$ cat src/rtl/pffl_pkg.sv
// Package for the page frame free list allocator.
// Holds the codes, the state and result types and the default sizes.
// Depends on nothing; every other file imports it.
package pffl_pkg;

  localparam int DEF_PAGE_COUNT = 4096;
  localparam int DEF_PAGE_BYTES = 4096;

  localparam int CFG_W     = 13;
  localparam int IN_ADDR_W = 32;
  localparam int ADDR_W    = 24;
  localparam int KIND_W    = 2;
  localparam int CODE_W    = 2;
  localparam int ST_W      = 2;

  // request kinds
  localparam logic [KIND_W-1:0] K_ALLOC = 2'd0;
  localparam logic [KIND_W-1:0] K_FREE  = 2'd1;
  localparam logic [KIND_W-1:0] K_INIT  = 2'd2;

  // page status codes
  localparam logic [ST_W-1:0] ST_FREE     = 2'd0;
  localparam logic [ST_W-1:0] ST_INUSE    = 2'd1;
  localparam logic [ST_W-1:0] ST_RESERVED = 2'd2;

  // result codes
  localparam logic [CODE_W-1:0] RC_OK  = 2'd0;
  localparam logic [CODE_W-1:0] RC_OOM = 2'd1;
  localparam logic [CODE_W-1:0] RC_BAD = 2'd2;

  typedef enum logic [2:0] {
    S_CLEAR,
    S_IDLE,
    S_RMW,
    S_INIT,
    S_HOLD
  } state_t;

  typedef struct packed {
    logic [CODE_W-1:0] code;
    logic [ADDR_W-1:0] addr;
  } res_t;

endpackage

$ cat src/rtl/pffl_ctrl.sv
// Sequencer of the allocator: head and count of the free list, request checks,
// read-modify-write of the status and link memories, init and clearing sweeps.
// Uses pffl_pkg; drives two pffl_ram instances in the top level.
module pffl_ctrl import pffl_pkg::*; #(
  parameter int PAGE_COUNT = DEF_PAGE_COUNT,
  parameter int PAGE_BYTES = DEF_PAGE_BYTES
) (
  input  logic                          clk,
  input  logic                          rst,
  input  logic                          cfg_wr_en,
  input  logic [CFG_W-1:0]              cfg_data,
  input  logic                          in_valid,
  output logic                          in_stall,
  input  logic [KIND_W-1:0]             kind,
  input  logic [IN_ADDR_W-1:0]          page_address,
  input  logic                          out_free,
  output logic                          post,
  output res_t                          res,
  output logic                          st_rd_en,
  output logic [$clog2(PAGE_COUNT)-1:0] st_rd_addr,
  input  logic [ST_W-1:0]               st_rd_data,
  output logic                          st_wr_en,
  output logic [$clog2(PAGE_COUNT)-1:0] st_wr_addr,
  output logic [ST_W-1:0]               st_wr_data,
  output logic                          lk_rd_en,
  output logic [$clog2(PAGE_COUNT)-1:0] lk_rd_addr,
  input  logic [$clog2(PAGE_COUNT)-1:0] lk_rd_data,
  output logic                          lk_wr_en,
  output logic [$clog2(PAGE_COUNT)-1:0] lk_wr_addr,
  output logic [$clog2(PAGE_COUNT)-1:0] lk_wr_data
);

  localparam int IDX_W = $clog2(PAGE_COUNT);
  localparam int CNT_W = $clog2(PAGE_COUNT + 1);
  localparam int OFF_W = $clog2(PAGE_BYTES);

  state_t             state, state_next;
  logic [CFG_W-1:0]   ffp;
  logic [KIND_W-1:0]  req_kind;
  logic [IDX_W-1:0]   req_idx;
  logic               req_ok;
  logic [CNT_W-1:0]   lim;
  logic [IDX_W-1:0]   sw;
  logic [IDX_W-1:0]   head, head_next;
  logic [CNT_W-1:0]   cnt, cnt_next;
  res_t               pend;
  res_t               res_comb;

  logic               accept;
  logic               sw_last;
  logic [IDX_W-1:0]   free_idx;
  logic               aligned;
  logic               in_range;
  logic [CNT_W-1:0]   cfg_limit;

  assign accept   = in_valid && (state == S_IDLE);
  assign in_stall = (state != S_IDLE);
  assign sw_last  = (sw == IDX_W'(PAGE_COUNT - 1));

  assign free_idx = IDX_W'(page_address >> OFF_W);
  assign aligned  = (page_address[OFF_W-1:0] == '0);
  assign in_range = (33'(page_address >> OFF_W) < 33'(PAGE_COUNT));
  assign cfg_limit = (32'(ffp) > 32'(PAGE_COUNT)) ? CNT_W'(PAGE_COUNT) : CNT_W'(ffp);

  // issue both reads on acceptance; data is back in the next cycle
  assign st_rd_en   = accept;
  assign st_rd_addr = free_idx;
  assign lk_rd_en   = accept;
  assign lk_rd_addr = head;

  always_comb begin
    state_next = state;
    unique case (state)
      S_CLEAR: if (sw_last) state_next = S_IDLE;
      S_IDLE: begin
        if (accept) state_next = (kind == K_INIT) ? S_INIT : S_RMW;
      end
      S_RMW: state_next = out_free ? S_IDLE : S_HOLD;
      S_INIT: begin
        if (sw_last) state_next = out_free ? S_IDLE : S_HOLD;
      end
      S_HOLD: if (out_free) state_next = S_IDLE;
      default: state_next = S_IDLE;
    endcase
  end

  always_comb begin
    st_wr_en   = 1'b0;
    st_wr_addr = sw;
    st_wr_data = ST_RESERVED;
    lk_wr_en   = 1'b0;
    lk_wr_addr = sw;
    lk_wr_data = '0;
    post       = 1'b0;
    res_comb   = '{code: RC_OK, addr: '0};
    head_next  = head;
    cnt_next   = cnt;
    unique case (state)
      S_CLEAR: begin
        st_wr_en = 1'b1;
      end
      S_INIT: begin
        st_wr_en   = 1'b1;
        st_wr_data = (CNT_W'(sw) < lim) ? ST_RESERVED : ST_FREE;
        lk_wr_en   = 1'b1;
        lk_wr_data = (CNT_W'(sw) > lim) ? sw - 1'b1 : '0;
        if (sw_last) begin
          post      = out_free;
          head_next = (lim < CNT_W'(PAGE_COUNT)) ? IDX_W'(PAGE_COUNT - 1) : '0;
          cnt_next  = CNT_W'(PAGE_COUNT) - lim;
        end
      end
      S_RMW: begin
        post = out_free;
        unique case (req_kind)
          K_ALLOC: begin
            if (cnt == '0) begin
              res_comb.code = RC_OOM;
            end else begin
              st_wr_en      = 1'b1;
              st_wr_addr    = head;
              st_wr_data    = ST_INUSE;
              head_next     = lk_rd_data;
              cnt_next      = cnt - 1'b1;
              res_comb.addr = ADDR_W'({head, {OFF_W{1'b0}}});
            end
          end
          K_FREE: begin
            if (req_ok && (st_rd_data == ST_INUSE)) begin
              st_wr_en   = 1'b1;
              st_wr_addr = req_idx;
              st_wr_data = ST_FREE;
              lk_wr_en   = 1'b1;
              lk_wr_addr = req_idx;
              lk_wr_data = (cnt != '0) ? head : '0;
              head_next  = req_idx;
              if (cnt != CNT_W'(PAGE_COUNT)) cnt_next = cnt + 1'b1;
            end else begin
              res_comb.code = RC_BAD;
            end
          end
          default: res_comb.code = RC_BAD;
        endcase
      end
      S_HOLD: begin
        post     = out_free;
        res_comb = pend;
      end
      default: ;
    endcase
  end

  assign res = res_comb;

  always_ff @(posedge clk) begin
    if (rst) begin
      state <= S_CLEAR;
      ffp   <= '0;
      sw    <= '0;
      head  <= '0;
      cnt   <= '0;
    end else begin
      state <= state_next;
      head  <= head_next;
      cnt   <= cnt_next;
      if (cfg_wr_en) ffp <= cfg_data;
      if (state == S_CLEAR || state == S_INIT) begin
        sw <= sw_last ? '0 : sw + 1'b1;
      end
    end
  end

  always_ff @(posedge clk) begin
    if (accept) begin
      req_kind <= kind;
      req_idx  <= free_idx;
      req_ok   <= aligned && in_range;
      lim      <= cfg_limit;
    end
    if (state == S_RMW || state == S_INIT) pend <= res_comb;
  end

`ifndef SYNTHESIS
  a_cnt_bound: assert property (@(posedge clk) disable iff (rst)
    cnt <= CNT_W'(PAGE_COUNT))
    else $error("free count above page count");

  a_idle_no_write: assert property (@(posedge clk) disable iff (rst)
    (state == S_IDLE) |-> (!st_wr_en && !lk_wr_en))
    else $error("memory write while idle");

  a_post_slot: assert property (@(posedge clk) disable iff (rst)
    post |-> out_free)
    else $error("result posted into an occupied output slot");

  a_pop_count: assert property (@(posedge clk) disable iff (rst)
    (state == S_RMW && req_kind == K_ALLOC && cnt != '0) |=> (cnt == $past(cnt) - 1'b1))
    else $error("allocate did not pop exactly one page");
`endif

endmodule

$ cat config.mk
export PLATFORM = sky130hd
export DESIGN_NAME = pffl_ctrl
export DESIGN_NICKNAME = d
export VERILOG_FILES = /design/src/rtl/pffl_pkg.sv /design/src/rtl/pffl_ctrl.sv
export SDC_FILE = /design/constraint.sdc
export NUM_CORES = 1
export LEC_CHECK = 0
export ABC_AREA = 1
export ABC_CLOCK_PERIOD_IN_PS = 7700
export BUFFER_PORTS_ARGS = -buffer_cell sky130_fd_sc_hd__buf_4
export CAP_MARGIN = 5
export CORE_ASPECT_RATIO = 1.2
export CORE_MARGIN = 3
export CORE_UTILIZATION = 30
export CTS_CLUSTER_SIZE = 40
export DETAILED_ROUTE_END_ITERATION = 16
export SKIP_CTS_REPAIR_TIMING = 1
export SYNTH_ARGS = -nofsm -noshare
export SYNTH_HDL_FRONTEND = slang
export SYNTH_SLANG_ARGS = --single-unit
$ cat constraint.sdc
create_clock -name clk -period 7.7 [get_ports clk]
set_clock_uncertainty 0.2 [all_clocks]
set_input_delay 0.385 -clock clk [delete_from_list [all_inputs] [get_ports clk]]
set_output_delay 0.385 -clock clk [all_outputs]
set_load 0.02 [all_outputs]
==> run metrics <==
vias in the first global route 6594; pin count of the biggest net entering global routing 32; first-pass GRT wire length 35600 µm; Total GRT Usage approximately 18%; Slew Limit Fails 0; post-DR wirelength/cell approximately 16 µm; Synth area leader edfxtp_1; MaxCap Viol Count 0; final hold violation count 0; top cell type's share of synthesized area roughly a quarter; Starting DRT DRC Count 567; Cell variety after synth 43; part of the Yosys area used for sequential elements 38.7%; Ports 160; CP delay by family, top simple AND/OR/NAND/NOR gates; Required @ worst endpoint just over 7000 ps; Antenna Nets Post-Route 0; endpoints failing setup 0; startpoint type of the worst setup path flip-flop; final wirelength 22700 µm; RSZ-0062 raised after global routing no; cells after synthesis 990; clk root buf clkbuf_16; CTS tree done; synthesized area ~6900 µm²; Worst-path clk slew 80 ps; Post-synth ARST share 0%; initial antenna violation count 0; status finished, final reports clean; VDD IR max 0.102 mV; Max-Slew Margin vs Limit 28.2%; vias per cell 4.87; Worst Path Max Fanout 27; via count 6968; Final Cycle Share 58.3%; CTS max path bufs 2; WP buf/inv 5; Inserted Diodes 0; Critical Path End Type output pin; worst setup path class reg2out; CP Cell Sequence inv_1 -> nand2_1 -> inv_1 -> nand2_1 -> nor2_1 -> inv_1 -> nor2_1 -> inv_1 -> o21ai_0 -> buf_4; Synth Area per Inst 7.01 µm²; Seq cells post-synth 107; Num CTS Buffers 9; Post-synth EDFFs 54; H-tree depth 3; most used cell, CP inv_1; Least-Margin Pin Slew 1080 ps; grt ovf 0; hpwl dp 17800 µm; slowest stage cell, crit path inv_1; total of warnings raised by yosys 0; net count after synthesis 1083; port bufs 159; Rows 60; die footprint 25000 µm²; dominant cells by area after synthesis edfxtp_1 (23%), dfxtp_1 (15%), nand2_1 (12%); Main synth FF type edfxtp_1; area delta synth->final 24.2%; Setup TNS 0 ps; Skew-Pair Late Insertion Delay 360 ps; f_max 223 MHz; hold_ws 6.31 ps; Final min period 4490 ps; Arr. time, crit path 3910 ps; Worst path max stage delay approximately 840 ps; PwrDens 237 nW/µm²; fin nets 1210; Remaining DRCs 0; Leakage 3.88 nW; die span in x 145 µm; worst hold-check path type in2reg; Initial Util 30.7%; share of cells above drive strength 1 17.6%; floorplan core area about 23000 µm²; Placer Congestion 0.943; Chip Height 173 µm; 1st-pass router iterations 5; clk sinks 107
## cell usage in the layout (no fill, tap or decap), types with 2 or more instances in the layout
master / Yosys / final
a31oi_1: 6 / 6
or2_2: 2 / 2
a21o_1: 3 / 3
nand3_1: 83 / 83
o211ai_1: 6 / 6
nor2_1: 164 / 164
a21oi_2: 3 / 3
dlygate4sd3_1: 0 / 2
a21oi_1: 35 / 35
inv_6: 1 / 2
xor2_1: 18 / 18
dfxtp_1: 53 / 53
nand2_4: 2 / 2
nor3_1: 11 / 11
inv_1: 114 / 114
edfxtp_1: 54 / 54
ha_1: 26 / 26
inv_8: 0 / 3
nand2_1: 219 / 219
nand2_2: 4 / 4
buf_4: 13 / 162
nand4_1: 14 / 14
nor4_1: 7 / 7
clkbuf_16: 0 / 9
inv_2: 2 / 2
o21ai_0: 98 / 98
nor2_4: 2 / 2
## cells in the mapped netlist, types with 2 or more instances
library cell / count
a21o_1: 3
a21oi_1: 35
a21oi_2: 3
a31oi_1: 6
buf_1: 4
buf_2: 11
buf_4: 13
buf_6: 2
clkbuf_1: 18
dfxtp_1: 53
edfxtp_1: 54
ha_1: 26
inv_1: 114
inv_2: 2
nand2_1: 219
nand2_2: 4
nand2_4: 2
nand3_1: 83
nand4_1: 14
nor2_1: 164
nor2_4: 2
nor3_1: 11
nor4_1: 7
o211ai_1: 6
o21ai_0: 98
or2_2: 2
xor2_1: 18
## through the flow
stage / utilization, % / cells / cell area (µm²) / power (mW) / worst slack [ps]
after floorplan: - / 990 / 6940 / 1.28 / 5160
after global routing: 38.1 / 1432 / 8620 / 2.17 / 2930
after global placement: 36.7 / 1414 / 8290 / 1.55 / 3760
after CTS: 38.0 / 1430 / 8600 / 2.05 / 3200
after detailed placement: 36.7 / 1414 / 8290 / 1.55 / 3610
final: 38.1 / 1432 / 8620 / 2.04 / 3210
## path summary, 6_finish.rpt
kind / slack, ps / depth (start not counted) / start / endpoint
setup / recovery: 3210 / 10 / req_kind[1] / lk_wr_data[10]
hold / removal: 6 / 1 / page_address[18] / req_idx[6]
setup reg to reg: 4100 / 10 / req_kind[1] / lk_rd_addr[11]
hold reg to reg: 260 / 0 / ffp[12] / lim[12]
## report_power, final
group	total [mW]	internal (mW)	switching (mW)
Clock	0.498	0.262	0.236
Sequential	0.750	0.680	0.0697
Combinational	0.795	0.264	0.531
Total	2.04	1.21	0.837
## flip-flops by register name, summed over array words and instances, names as in the netlist
register	count
lim	13
req_ok	1
state	3
req_kind	2
ffp	13
sw	12
req_idx	12
lk_rd_addr	12
cnt	13
pend	26
## final cells by class
| type | instances | area (µm²) |
|---|---|---|
| Multi-Input combinational cell | 717 | 3550 |
| Tap cell | 310 | 388 |
| Sequential cell | 107 | 2680 |
| Fill cell | 2469 | 14000 |
| Clock buffer | 10 | 229 |
| Timing Repair Buffer | 164 | 1240 |
| Clock inverter | 6 | 81.3 |
| Inverter | 118 | 448 |
## worst reg2reg max path: cells and delay by family, from the launching register on
family,cells,cell delay (ps)
DFF,1,440
and+or+nand+nor,7,1810
buffers and inverters,3,1040
## layer usage
layer  GRT usage, %  share of wire, %
met4           5.29               2.4
met5              0                 0
met2           29.2                46
met3           2.77               8.0
met1           24.7                43
## kinds of logic (layout without fill, tap and decap cells)
family	count (synthesis)	count (layout)	synth area share [%]
flops	107	107	38.7
compound gates	155	155	11.9
fa+ha+maj	27	27	4.98
xor+xnor	19	19	2.40
buf+inv	166	298	10.2
simple gates	516	516	31.9
Power figures use the tool's default switching activity.
